`src/ffa_pkg.sv`:
```
// ----------------------------------------------------------------------------
// ffa_pkg
// Types, constants and helpers for the first-fit heap allocator.
// ----------------------------------------------------------------------------
package ffa_pkg;

  localparam int unsigned MaxBlocksDef  = 64;
  localparam int unsigned AlignBytesDef = 16;

  localparam logic [31:0] HeapBaseRst  = 32'h0020_0000;
  localparam logic [28:0] HeapSizeRst  = 29'h0010_0000;
  localparam logic [6:0]  HdrBytesRst  = 7'd12;
  localparam logic [28:0] MinHeap      = 29'd256;
  localparam logic [28:0] MaxHeap      = 29'h1000_0000;
  localparam logic [6:0]  MinHdr       = 7'd4;
  localparam logic [6:0]  MaxHdr       = 7'd64;

  localparam logic [1:0] CfgHeapBase = 2'd0;
  localparam logic [1:0] CfgHeapSize = 2'd1;
  localparam logic [1:0] CfgHdrBytes = 2'd2;

  typedef enum logic [1:0] {
    ActAlloc   = 2'd0,
    ActFree    = 2'd1,
    ActRealloc = 2'd2,
    ActNone    = 2'd3
  } action_e;

  typedef enum logic [1:0] {
    StOk      = 2'd0,
    StNull    = 2'd1,
    StNoFit   = 2'd2,
    StInvalid = 2'd3
  } status_e;

  // one table entry as it moves along the chain
  typedef struct packed {
    logic        valid;
    logic        used;
    logic [27:0] offset;
    logic [27:0] size;
  } entry_t;

  // shift commands broadcast to every cell
  typedef struct packed {
    logic load;     // reinitialize
    logic wr;       // write entry at index idx
    logic ins;      // shift right above idx (insert at idx+1)
    logic del;      // shift left into idx (remove idx)
  } cell_cmd_t;

  typedef enum logic [3:0] {
    SIdle,
    SDecode,
    SScanAlloc,
    SSplit,
    SScanFind,
    SRelease,
    SMerge,
    SMergeDel,
    SReallocCheck,
    SReallocFind,
    SDone
  } state_e;

endpackage

```
`src/ffa_cell.sv`:
```
// ----------------------------------------------------------------------------
// ffa_cell
// One table slot. Loads, writes, or takes its neighbor's entry on a shift.
// ----------------------------------------------------------------------------
module ffa_cell #(
  parameter int unsigned IdxW = 6,
  parameter logic [IdxW-1:0] MyIdx = '0,
  parameter ffa_pkg::entry_t RstEnt = '0
) (
  input  logic               clk_i,
  input  logic               rst_ni,
  input  ffa_pkg::cell_cmd_t cmd_i,
  input  logic [IdxW-1:0]    idx_i,
  input  ffa_pkg::entry_t    wr_i,
  input  ffa_pkg::entry_t    load_i,
  input  ffa_pkg::entry_t    left_i,
  input  ffa_pkg::entry_t    right_i,
  output ffa_pkg::entry_t    ent_o
);
  ffa_pkg::entry_t ent_q, ent_d;

  always_comb begin
    ent_d = ent_q;
    priority if (cmd_i.load) begin
      ent_d = load_i;
    end else if (cmd_i.wr && idx_i == MyIdx) begin
      ent_d = wr_i;
    end else if (cmd_i.ins && MyIdx > idx_i) begin
      ent_d = left_i;
    end else if (cmd_i.del && MyIdx >= idx_i) begin
      ent_d = right_i;
    end
  end

  always_ff @(posedge clk_i or negedge rst_ni) begin
    if (!rst_ni) begin
      ent_q <= RstEnt;
    end else begin
      ent_q <= ent_d;
    end
  end

  assign ent_o = ent_q;
endmodule

```
`config.mk`:
```
export PLATFORM = sky130hd
export DESIGN_NAME = ffa_cell
export DESIGN_NICKNAME = d
export VERILOG_FILES = /design/src/ffa_pkg.sv /design/src/ffa_cell.sv
export SDC_FILE = /design/constraint.sdc
export NUM_CORES = 1
export LEC_CHECK = 0
export ABC_AREA = 1
export BUFFER_PORTS_ARGS = -buffer_cell sky130_fd_sc_hd__buf_2
export CAP_MARGIN = 0
export CORE_AREA = 2 2 118 120
export DETAILED_ROUTE_END_ITERATION = 16
export DIE_AREA = 0 0 120 122
export PLACE_DENSITY = 0.62
export SYNTH_ARGS = -nofsm -noshare
export SYNTH_HDL_FRONTEND = slang
export SYNTH_SLANG_ARGS = --single-unit
```
`constraint.sdc`:
```
create_clock -name clk_i -period 1 [get_ports clk_i]
set_input_delay 0.1 -clock clk_i [delete_from_list [all_inputs] [get_ports clk_i]]
set_output_delay 0.1 -clock clk_i [all_outputs]
set_load 0.02 [all_outputs]
```
==> flow_metrics.py <==
metrics = {
    "setup_path": {
        "cp.required_ps": 1210,
        "reg2reg_depth": 3,
        "crit_path_start_kind": "primary input",
        "cp_common_cell": "nand2_1",
        "reg2reg_from": "ent_o[15]",
        "cp_cell_sequence": "buf_2 > nor2_4 > buf_4 > nand4_1 > buf_6 > buf_6 > nand2_1 > nand3_1 > nand2_1 > nand2_1",
        "end_kind": "flop",
        "critPathMaxStageDelay_ps": 190,
        "r2r_end": "ent_o[15]",
        "crit_slowest_cell": "buf_6",
        "crit_type": "primary input to flop",
        "crit_path_max_fanout": 29,
        "crit_arrival_ps": 1180,
        "r2r_setup_slack_ps": 270,
    },
    "floorplanning": {
        "rows": 43,
        "die_y_um": 122,
        "core_um2": 13500,
        "start_util_pct": 27.57,
        "io_pins": 302,
        "dieArea_um2": 14640,
        "die_w_um": 120,
    },
    "timing": {
        "whs_ps": 75.03,
        "max_freq_ghz": 1.027,
        "final_max_slew_viol_count": 0,
        "relSlewSlack_pct": 74.94,
        "hold_viol": 0,
        "finalSetupViolations": 0,
        "tightest_slew_ps": 375.9,
        "period_share_pct": 97.35,
        "finClkSkew_ps": 0,
        "rsz0062_at_grt": "yes",
        "period_minus_slack_ps": 973.5,
        "setup_ws_ps": 26.48,
    },
    "global_routing": {
        "grt_max_degree": 59,
        "grt_pass1_vias": 4142,
        "track_usage_pct": 17.07,
        "grt_pass1_wl_mm": 20.01,
        "grt_overflow": 0,
        "grt_antenna_before_repair": 0,
    },
    "clock_network": {
        "numCtsBuffers": 9,
        "insertion_delay_ps": 320,
        "clockBufferDepth": 2,
        "clock_sinks": 58,
        "clkTransAtPathRegs_ps": 50,
        "cts_tree": "done",
        "htreeDepth": 3,
        "clockRootBuffer": "clkbuf_16",
    },
    "yosys": {
        "ys_ff_latch": 58,
        "synth_top_area_share_pct": 38.98,
        "async_flop_share_pct": 100.0,
        "synth_area_per_cell_um2": 6.387,
        "ys_types": 17,
        "syn_inst": 583,
        "ys.flop_type": "dfrtp_1",
        "synth_area_um2": 3724,
        "yosys_warnings": 0,
        "synth-edff-count": 0,
        "synth-seq-area-share_pct": 38.98,
        "syn-num-nets": 827,
        "yosys.area.top_type": "dfrtp_1",
        "synthTopCellsByArea": "dfrtp_1, nand2_1, nand3_1",
    },
    "layout": {
        "multi_input_area_um2": 2038,
        "drive_above_1_share_pct": 35.65,
        "antenna_cells": 0,
        "largest_reg_flops": 58,
        "postLayoutCellArea_um2": 5618,
        "fin_cells": 999,
        "ff_latch_area_um2": 1451,
        "area_growth_pct": 50.87,
        "nets": 1058,
        "fill_cells": 1470,
    },
    "power": {
        "total_power_mw": 7.596,
        "irDropWorstVdd_uv": 639.9,
        "p_leak_nw": 3.103,
        "power.density_nw_per_um2": 1352,
    },
    "placement": {
        "dp.final_hpwl_mm": 9.181,
        "placed_cell_area_um2": 5199,
        "gp_congestion": 0.7854,
        "dp.cells": 976,
        "dp_slack_ps": -321.9,
        "port_buffers": 242,
    },
    "detailed_routing": {
        "drt_wl_total_mm": 13.60,
        "drt-vias-per-instance": 4.621,
        "vias": 4616,
        "dr.first_iter.drc_count": 242,
        "drt_first_pass_iters": 5,
        "route.detailed.drc": 0,
        "drtAntennaViolNets": 0,
        "post_drt_wl_per_cell_um": 13.62,
    },
    "worst_hold_path": {
        "hold_path_depth": 5,
        "min-delay-start": "right_i[11]",
        "worstHoldPathType": "primary input to flop",
        "min_to": "ent_o[11]",
    },
    "job": {
        "maxCapViolCount": 0,
    },
    "outcome": {
        "status": "completed",
    },
}
==> worst max path at each step <==
stage | slack (ps) | from | cells after the start | endpoint
global route | -20 | idx_i[3] | 9 | ent_o[15]
floorplan | -60 | cmd_i[2] | 7 | ent_o[10]
global placement | -280 | idx_i[3] | 9 | ent_o[26]
CTS | 4 | ent_o[28] | 1 | ent_o[28]
detailed placement | -320 | idx_i[3] | 9 | ent_o[26]
finish | 30 | idx_i[1] | 10 | ent_o[29]
==> through the flow <==
step           utilization [%]  setup TNS (ps)
2_1_floorplan                -           -1170
3_3_place_gp             38.50          -14070
3_5_place_dp             38.50          -16500
4_1_cts                  40.72               0
5_1_grt                  41.60          -177.4
6_report                 41.60               0
==> what timing repair did <==
| action | 4_1_cts | 5_1_grt |
|---|---|---|
| gates cloned | 0 | 2 |
| hold buffers | 1 | 0 |
| hold endpoints to repair | 58 | 0 |
| pin swaps | 0 | 0 |
| setup buffers | 0 | 4 |
| gates resized for setup | 2 | 21 |
| setup endpoints to repair | 1 | 67 |
==> cells by family after synthesis <==
kind of cell	synth area share, %
simple gates	46.04
buf+inv	6.956
flops	38.98
compound gates	8.031
==> cell type report <==
| cell class | count | area share [%] |
|---|---|---|
| Timing Repair Buffer | 270 | 28.64 |
| Multi-Input combinational cell | 473 | 36.28 |
| Sequential cell | 58 | 25.84 |
| Inverter | 2 | 0.1782 |
| Clock inverter | 2 | 0.1782 |
| Tap cell | 180 | 4.009 |
| Clock buffer | 14 | 4.878 |
==> layer usage <==
layer,track usage [%],share of wire (%),vias up
li1,-,-,2345
met1,22.42,45,2050
met2,27.91,46,206
met3,3.699,7.8,15
met4,5.662,1.3,0
met5,0,0,-
==> synth_stat cells (2+ instances only) <==
master    count
inv_1         2
buf_6         4
clkbuf_1     21
dfrtp_1      58
buf_1         6
buf_2        14
nand2_1     233
buf_4         4
a21oi_1      58
nand3_1     116
nor2_1       61
==> placed cells by master (no fill, tap or decap), types with 3 or more instances in the layout <==
| cell | Yosys | routed |
|---|---|---|
| a21oi_1 | 58 | 58 |
| buf_12 | 0 | 8 |
| buf_2 | 14 | 233 |
| buf_4 | 4 | 16 |
| buf_6 | 4 | 10 |
| clkbuf_16 | 0 | 10 |
| clkbuf_8 | 0 | 3 |
| dfrtp_1 | 58 | 58 |
| nand2_1 | 233 | 232 |
| nand3_1 | 116 | 116 |
| nor2_1 | 61 | 58 |
==> worst max-delay path, delay by kind of cell <==
kind | cells | cell delay [ps]
buffers and inverters | 4 | 570
AND/OR/NAND/NOR | 6 | 490
==> where the power goes <==
part           internal, mW  switching [mW]  leakage [nW]
clock                  1.87            1.01         0.143
sequential             2.61           0.142         0.695
combinational         0.833            1.13          2.27
total                  5.31            2.28          3.10
Power figures use the tool's default switching activity.
