--- config.mk ---
export PLATFORM = sky130hd
export DESIGN_NAME = ffa_ctrl
export DESIGN_NICKNAME = d
export VERILOG_FILES = /design/src/ffa_pkg.sv /design/src/ffa_ctrl.sv
export SDC_FILE = /design/constraint.sdc
export NUM_CORES = 1
export LEC_CHECK = 0
export BUFFER_PORTS_ARGS = -buffer_cell sky130_fd_sc_hd__buf_2
export CAP_MARGIN = 20
export CORE_MARGIN = 3
export CORE_UTILIZATION = 45
export CTS_CLUSTER_SIZE = 12
export DETAILED_ROUTE_END_ITERATION = 10
export PLACE_DENSITY = 0.69
export SYNTH_ARGS = -nofsm -noshare
export SYNTH_HDL_FRONTEND = slang
export SYNTH_SLANG_ARGS = --single-unit
--- constraint.sdc ---
create_clock -name clk_i -period 5.4 [get_ports clk_i]
set_input_delay 0.27 -clock clk_i [delete_from_list [all_inputs] [get_ports clk_i]]
set_output_delay 0.27 -clock clk_i [all_outputs]
set_load 0.05 [all_outputs]
--- src/ffa_pkg.sv ---
// ----------------------------------------------------------------------------
// ffa_pkg
// Types, constants and helpers for the first-fit heap allocator.
// ----------------------------------------------------------------------------
package ffa_pkg;

  localparam int unsigned MaxBlocksDef  = 64;
  localparam int unsigned AlignBytesDef = 16;

  localparam logic [31:0] HeapBaseRst  = 32'h0020_0000;
  localparam logic [28:0] HeapSizeRst  = 29'h0010_0000;
  localparam logic [6:0]  HdrBytesRst  = 7'd12;
  localparam logic [28:0] MinHeap      = 29'd256;
  localparam logic [28:0] MaxHeap      = 29'h1000_0000;
  localparam logic [6:0]  MinHdr       = 7'd4;
  localparam logic [6:0]  MaxHdr       = 7'd64;

  localparam logic [1:0] CfgHeapBase = 2'd0;
  localparam logic [1:0] CfgHeapSize = 2'd1;
  localparam logic [1:0] CfgHdrBytes = 2'd2;

  typedef enum logic [1:0] {
    ActAlloc   = 2'd0,
    ActFree    = 2'd1,
    ActRealloc = 2'd2,
    ActNone    = 2'd3
  } action_e;

  typedef enum logic [1:0] {
    StOk      = 2'd0,
    StNull    = 2'd1,
    StNoFit   = 2'd2,
    StInvalid = 2'd3
  } status_e;

  // one table entry as it moves along the chain
  typedef struct packed {
    logic        valid;
    logic        used;
    logic [27:0] offset;
    logic [27:0] size;
  } entry_t;

  // shift commands broadcast to every cell
  typedef struct packed {
    logic load;     // reinitialize
    logic wr;       // write entry at index idx
    logic ins;      // shift right above idx (insert at idx+1)
    logic del;      // shift left into idx (remove idx)
  } cell_cmd_t;

  typedef enum logic [3:0] {
    SIdle,
    SDecode,
    SScanAlloc,
    SSplit,
    SScanFind,
    SRelease,
    SMerge,
    SMergeDel,
    SReallocCheck,
    SReallocFind,
    SDone
  } state_e;

endpackage

--- src/ffa_ctrl.sv ---
// ----------------------------------------------------------------------------
// ffa_ctrl
// Sequencer: scans the cell row one entry per cycle and issues shift commands.
// ----------------------------------------------------------------------------
module ffa_ctrl #(
  parameter int unsigned MaxBlocks  = 64,
  parameter int unsigned AlignBytes = 16,
  parameter int unsigned IdxW       = 6
) (
  input  logic               clk_i,
  input  logic               rst_ni,
  input  logic               req_valid_i,
  output logic               req_ready_o,
  input  logic [1:0]         action_i,
  input  logic [28:0]        request_size_i,
  input  logic [31:0]        block_address_i,
  output logic               rsp_valid_o,
  input  logic               rsp_ready_i,
  output logic [31:0]        granted_o,
  output logic [1:0]         status_o,
  output logic [28:0]        used_o,
  input  logic               reinit_i,
  input  logic [31:0]        base_addr_i,
  input  logic [6:0]         hdr_i,
  input  ffa_pkg::entry_t    sel_i,
  input  ffa_pkg::entry_t    nxt_i,
  output logic [IdxW-1:0]    idx_o,
  output ffa_pkg::cell_cmd_t cmd_o,
  output ffa_pkg::entry_t    wr_o,
  output logic               busy_o
);
  localparam int unsigned CntW = IdxW + 1;
  localparam logic [CntW-1:0] Full = CntW'(MaxBlocks);
  localparam logic [CntW-1:0] One  = CntW'(1);

  ffa_pkg::state_e st_q, st_d;
  logic [IdxW-1:0] idx_q, idx_d;
  logic [CntW-1:0] cnt_q, cnt_d;
  logic [28:0]     used_q, used_d;
  logic [1:0]      act_q, act_d;
  logic [28:0]     rsz_q, rsz_d;
  logic [31:0]     addr_q, addr_d;
  logic [29:0]     asz_q, asz_d;
  logic [31:0]     gr_q, gr_d;
  logic [1:0]      stat_q, stat_d;
  logic            realloc_q, realloc_d;  // allocate step of a reallocate
  logic [28:0]     charge;
  logic [29:0]     rnd;
  logic [31:0]     paddr;
  logic [30:0]     need;
  logic            last;

  assign rnd    = ({1'b0, request_size_i} + 30'(AlignBytes - 1)) / 30'(AlignBytes)
                  * 30'(AlignBytes);
  assign paddr  = base_addr_i + {4'd0, sel_i.offset} + {25'd0, hdr_i};
  assign need   = {1'b0, asz_q} + {24'd0, hdr_i} + 31'(AlignBytes);
  assign charge = {1'b0, sel_i.size} + {22'd0, hdr_i};
  assign last   = ({1'b0, idx_q} + One) >= cnt_q;

  always_comb begin
    st_d = st_q; idx_d = idx_q; cnt_d = cnt_q; used_d = used_q;
    act_d = act_q; rsz_d = rsz_q; addr_d = addr_q; asz_d = asz_q;
    gr_d = gr_q; stat_d = stat_q; realloc_d = realloc_q;
    unique case (st_q)
      ffa_pkg::SIdle: begin
        if (req_valid_i) begin
          act_d = (action_i == ffa_pkg::ActRealloc && block_address_i == '0) ?
                  ffa_pkg::ActAlloc : action_i;
          rsz_d = request_size_i; addr_d = block_address_i; asz_d = rnd;
          gr_d = '0; stat_d = ffa_pkg::StNull; idx_d = '0; realloc_d = 1'b0;
          st_d = ffa_pkg::SDecode;
        end
      end
      ffa_pkg::SDecode: begin
        if (act_q == ffa_pkg::ActAlloc) begin
          st_d = (rsz_q == '0) ? ffa_pkg::SDone : ffa_pkg::SScanAlloc;
        end else if (act_q == ffa_pkg::ActFree || act_q == ffa_pkg::ActRealloc) begin
          st_d = (addr_q == '0) ? ffa_pkg::SDone : ffa_pkg::SScanFind;
        end else begin
          st_d = ffa_pkg::SDone;
        end
      end
      ffa_pkg::SScanAlloc: begin
        if (!sel_i.used && {2'b0, sel_i.size} >= asz_q) begin
          st_d = ffa_pkg::SSplit;
        end else if (last) begin
          stat_d = ffa_pkg::StNoFit; st_d = ffa_pkg::SDone;
        end else begin
          idx_d = idx_q + 1'b1;
        end
      end
      ffa_pkg::SSplit: begin
        if ({3'b0, sel_i.size} >= need && cnt_q < Full) begin
          cnt_d = cnt_q + One;
          used_d = used_q + asz_q[28:0] + {22'd0, hdr_i};
        end else begin
          used_d = used_q + charge;
        end
        gr_d = paddr; stat_d = ffa_pkg::StOk;
        if (realloc_q) begin
          idx_d = '0; st_d = ffa_pkg::SReallocFind;
        end else begin
          st_d = ffa_pkg::SDone;
        end
      end
      ffa_pkg::SScanFind, ffa_pkg::SReallocFind: begin
        if (sel_i.used && paddr == addr_q) begin
          st_d = (st_q == ffa_pkg::SReallocFind) ? ffa_pkg::SRelease :
                 (act_q == ffa_pkg::ActRealloc && rsz_q != '0) ?
                 ffa_pkg::SReallocCheck : ffa_pkg::SRelease;
        end else if (last) begin
          if (st_q == ffa_pkg::SScanFind) stat_d = ffa_pkg::StInvalid;
          st_d = ffa_pkg::SDone;
        end else begin
          idx_d = idx_q + 1'b1;
        end
      end
      ffa_pkg::SReallocCheck: begin
        if (sel_i.size >= rsz_q[27:0] && !rsz_q[28]) begin
          gr_d = addr_q; stat_d = ffa_pkg::StOk; st_d = ffa_pkg::SDone;
        end else begin
          realloc_d = 1'b1; idx_d = '0; st_d = ffa_pkg::SScanAlloc;
        end
      end
      ffa_pkg::SRelease: begin
        used_d = (used_q >= charge) ? used_q - charge : '0;
        if (!realloc_q) begin
          stat_d = (act_q == ffa_pkg::ActFree) ? ffa_pkg::StOk : ffa_pkg::StNull;
        end
        idx_d = '0; st_d = ffa_pkg::SMerge;
      end
      ffa_pkg::SMerge: begin
        if (last) begin
          st_d = ffa_pkg::SDone;
        end else if (!sel_i.used && !nxt_i.used) begin
          st_d = ffa_pkg::SMergeDel;
        end else begin
          idx_d = idx_q + 1'b1;
        end
      end
      ffa_pkg::SMergeDel: begin
        cnt_d = cnt_q - One; st_d = ffa_pkg::SMerge;
      end
      ffa_pkg::SDone: begin
        if (rsp_ready_i) st_d = ffa_pkg::SIdle;
      end
      default: st_d = ffa_pkg::SIdle;
    endcase
    if (reinit_i) begin
      cnt_d = One; used_d = '0;
    end
  end

  always_comb begin
    cmd_o = '0;
    wr_o  = sel_i;
    unique case (st_q)
      ffa_pkg::SSplit: begin
        if ({3'b0, sel_i.size} >= need && cnt_q < Full) begin
          cmd_o.ins = 1'b1;
          wr_o.size = asz_q[27:0];
        end
        cmd_o.wr = 1'b1; wr_o.used = 1'b1;
      end
      ffa_pkg::SRelease: begin
        cmd_o.wr = 1'b1; wr_o.used = 1'b0;
      end
      ffa_pkg::SMergeDel: begin
        // idx absorbs idx+1, the entries above move down one
        cmd_o.wr = 1'b1; cmd_o.del = 1'b1;
        wr_o.size = sel_i.size + 28'(hdr_i) + nxt_i.size;
      end
      default: ;
    endcase
    cmd_o.load = reinit_i;
  end

  always_ff @(posedge clk_i or negedge rst_ni) begin
    if (!rst_ni) begin
      st_q <= ffa_pkg::SIdle; idx_q <= '0; cnt_q <= One; used_q <= '0;
      realloc_q <= 1'b0;
    end else begin
      st_q <= st_d; idx_q <= idx_d; cnt_q <= cnt_d; used_q <= used_d;
      realloc_q <= realloc_d;
    end
  end

  always_ff @(posedge clk_i) begin
    act_q <= act_d; rsz_q <= rsz_d; addr_q <= addr_d; asz_q <= asz_d;
    gr_q <= gr_d; stat_q <= stat_d;
  end

  assign req_ready_o = (st_q == ffa_pkg::SIdle);
  assign rsp_valid_o = (st_q == ffa_pkg::SDone);
  assign granted_o   = gr_q;
  assign status_o    = stat_q;
  assign used_o      = used_q;
  assign idx_o       = idx_q;
  assign busy_o      = (st_q != ffa_pkg::SIdle);
endmodule

==> summary by stage <==
Synth
Of all cell types, the one taking the most synthesized area is ha_1. The warning count from the yosys run is 0. The mean post-synth cell area is ~8.7 um^2. In the synthesized netlist, the cells that appear most often are ha_1 (315), nor2_1 (197), a21oi_1 (168).

The top-area cell type share of the netlist area is 18.73%. The number of flops mapped to enable cells by yosys is 123. The proportion of register bits with asynchronous set or reset after synthesis is between 20% and 30%. The gate count of the mapped netlist is 2427. The distinct cell type count after synthesis is 90. The post-synthesis sequential area ratio is around 23%.

The synthesized design contains between 150 and 200 register bits. The most instantiated library cell after synthesis is ha_1. The main flop type after synthesis is edfxtp_1. Sorting the synthesized cells by area gives the leading types as ha_1 (19%), edfxtp_1 (18%), xnor2_1 (6.2%), dfrtp_1 (5.5%), a21oi_1 (4.0%).

The synthesized netlist net count is 2990. The synthesized netlist occupies a cell area of between 0.02 and 0.025 mm^2.

Worst setup path
Of all nets on the critical path, the largest fanout is 7. The critical path is of the reg2out type. The data arrival at the endpoint of the critical path is 5.07 ns.

The logic depth of the worst register-to-register path is 21. The worst setup path is launched from a flop. The worst register-to-register path ends at used_o[2]$_DFFE_PN0P_. The worst setup path startpoint is asz_q[5]$_DFFE_PP_. At the worst endpoint, the required time is 5.13 ns.

The startpoint of the lowest-slack register-to-register path is asz_q[5]$_DFFE_PP_. The endpoint class of the critical path is an output pin. The setup slack of the most critical reg-to-reg path is 0.76 ns.

Power and ir drop
The net switching component of the power is ~4.4 mW. The largest vdd supply drop is 0.3494 mV. Of the total power, combinational logic draws 60.6%. The overall power is 8.828 mW.

For this design the ratio of total power to cell area is 349.5 mW/mm^2. Sequential cells burn 25.2% of the power. The design internal power is 4.433 mW. The switching share of power is 49.78%. Per report_power, the clock group accounts for between 10 and 15% of the total. In this run the static leakage power is 11.87 nW.

Clock network
The clock-pin slew of the registers on the worst-case setup and hold paths is approximately 0.08 ns. The H-tree depth reported by CTS is 4. The clock passes through at most 2 buffers. The clock drives 170 sinks. The tree is rooted in a clkbuf_16. TritonCTS built the clock tree. The clock latency reported for the late side of the worst-skew pair is 0.49 ns. The number of buffers created by CTS is 17.

Min path
The path class of the tightest hold or removal check is in2reg. The worst hold endpoint is rsz_q[20]$_DFFE_PP_. The cell depth of the worst min-delay path is 1.

The start point of the worst min-delay path is request_size_i[20].

Floorplan
The floorplan step set the die width to 222.2 um. The height of the chip is 222.2 um. In this run the count of I/O pins placed on the die edge is approximately 360. The starting density of the core is about 46%.

The area of the die is 0.04938 mm^2. The number of placement rows is 78. The core region is 0.04577 mm^2.

Detailed routing
For this run, the detailed router's first-pass iteration total came to 5. The detailed router placed 20600 vias in this run. The antenna violation net count after detailed routing is 0. The average wire length per cell after detail routing is 21.47 um. In this run, the number of DRC markers left after iteration 0 of detailed routing was roughly 1500. The total length of routed wires is 73.79 mm. The number of remaining DRC errors is 0. The detail-routed via count per cell is between 5 and 6.

Timing
The tightest hold path in the finished design has a slack of 0.03892 ns. The share of the clock period used by the worst path after layout is 98.96%. The hold violation count in the final report is 0. The shortest period the worst path allows is 5.344 ns. For this run, the top clock speed supported by timing is 187.1 MHz. The remaining max-slew budget at the tightest pin is 32.07%. The clock arrives with 0.01421 ns of skew. The final number of max-transition violations is 0. For the pin with the worst max-slew slack, the measured transition is 1.017 ns. Setup violations remaining at the end of the flow were counted as 0.

Global route
Global routing used around 29% of the available tracks. The maximum number of pins on one net before global-route repair is 59. The total overflow left after global routing is 0.

The via count of the first global-routing pass is 20460. The first global-routing pass estimated 112.6 mm of wire. The number of antenna violations at the first check in global routing is 0.

Place
Counting tap cells, the placed design contains a total of 3327 instances. After detailed placement, the total cell area comes to 0.02366 mm^2. Buffers placed on the I/O ports in this run total 325. The congestion estimate from routability-driven global placement came to 0.9385. The estimated wirelength of the detail-placed design is around 57 mm.

Finish
The antenna cell count is 0. The synthesis-to-layout area growth is 20.05%. The post-route netlist has 19.03% of its cells at a drive strength greater than 1. Once layout is done, the placed cells without fillers occupy between 0.02 and 0.03 mm^2. After the flow finishes, the layout carries non-filler instances totaling 3437. Cells fill a little under three fifths of the core in the end. In the final design database the tool counted 3387 nets.

Outcome
The run finished with clean final reports.

Run
The number of maximum-capacitance violations is 0.
timing repair:
action	in CTS	in global routing
hold buffers	61	0
cloned	0	5
pin swaps	3	33
gates resized for setup	22	58
setup endpoints to repair	29	30
endpoints found under the hold margin	106	0
buffers inserted	0	14
area by class of cell:
cell class / instances / area [um^2]
Clock buffer: 21 / 440.4
Fill cell: 4106 / 20510
Tap cell: 600 / 750.7
Clock inverter: 11 / 115.1
Multi-Input combinational cell: 1983 / 15220
Inverter: 149 / 559.3
Sequential cell: 170 / 4871
Timing Repair Buffer: 503 / 3304
registers in the layout, summed over array words and instances (netlist names):
register   flops
realloc_q      1
addr_q        32
status_o       2
asz_q         26
st_q           4
act_q          2
cnt_q          7
used_o        29
rsz_q         29
idx_o          6
granted_o     32
worst max-delay path, cell delays in order (launching register included):
cell and delay (ns):
edfxtp_1 0.39, ha_1 0.33, ha_4 0.18, fa_2 0.45
a21oi_4 0.18, buf_4 0.13, nor2_1 0.04, xnor2_1 0.17
ha_1 0.28, nand4_1 0.17, nor3_4 0.05, buf_4 0.15
a221o_1 0.30, a21o_1 0.17, a21oi_2 0.11, nor2b_1 0.06
o311a_4 0.38, o21ai_4 0.21, buf_12 0.17, clkbuf_16 0.17
a221oi_1 0.08, o21ai_0 0.11, clkbuf_4 0.27
placed cells by master (no fill, tap or decap), drive strengths merged, types with 49 or more instances in the layout:
cell type,n
nand3,49
buf,436
nor3,49
edfxtp,123
a21o,91
xor2,79
dlygate4sd3,61
xnor2,149
ha,315
a21oi,169
nand2,137
o21ai,144
inv,151
nor2,198
worst max-delay path by stage:
stage	to	slack, ns	cells after the start
after floorplan	wr_o[16]	0.17	19
after CTS	wr_o[26]	0.005	22
after detailed placement	used_o[5]$_DFFE_PN0P_	-0.13	29
final	wr_o[19]	0.06	22
after global placement	used_o[25]$_DFFE_PN0P_	0.03	28
after global routing	wr_o[19]	-0.1	21
stage by stage:
stage,setup WS (ns),TNS (ns)
after floorplan,0.1665,0
after global placement,0.02533,0
after detailed placement,-0.1272,-0.3281
after CTS,0.004573,0
after global routing,-0.09698,-0.4558
final,0.05611,0
power groups by stage:
stage	clock [mW]	sequential, mW	combinational (mW)
2_1_floorplan	0	2.74	3.14
3_3_place_gp	0	2.23	5.05
3_5_place_dp	0	2.23	5.14
4_1_cts	1.28	2.21	5.23
5_1_grt	1.32	2.25	5.81
6_report	1.26	2.22	5.35
layer usage:
metal  share of wire [%]  track usage [%]  up-vias
li1                    -                -     9723
met4                 3.6            11.19        0
met3                 7.7            5.100      141
met1                  41            36.38     9904
met5                   0                0        -
met2                  47            48.39      833
cells by family after synthesis:
kind of cell	after synthesis	share of synthesized area, %
xor+xnor	237	10.47
flops	170	23.15
compound gates	702	22.41
fa+ha+maj	340	21.11
buf+inv	276	5.614
mux	15	0.7255
simple gates	687	16.52
No activity file was read; power rests on OpenSTA's default activity.
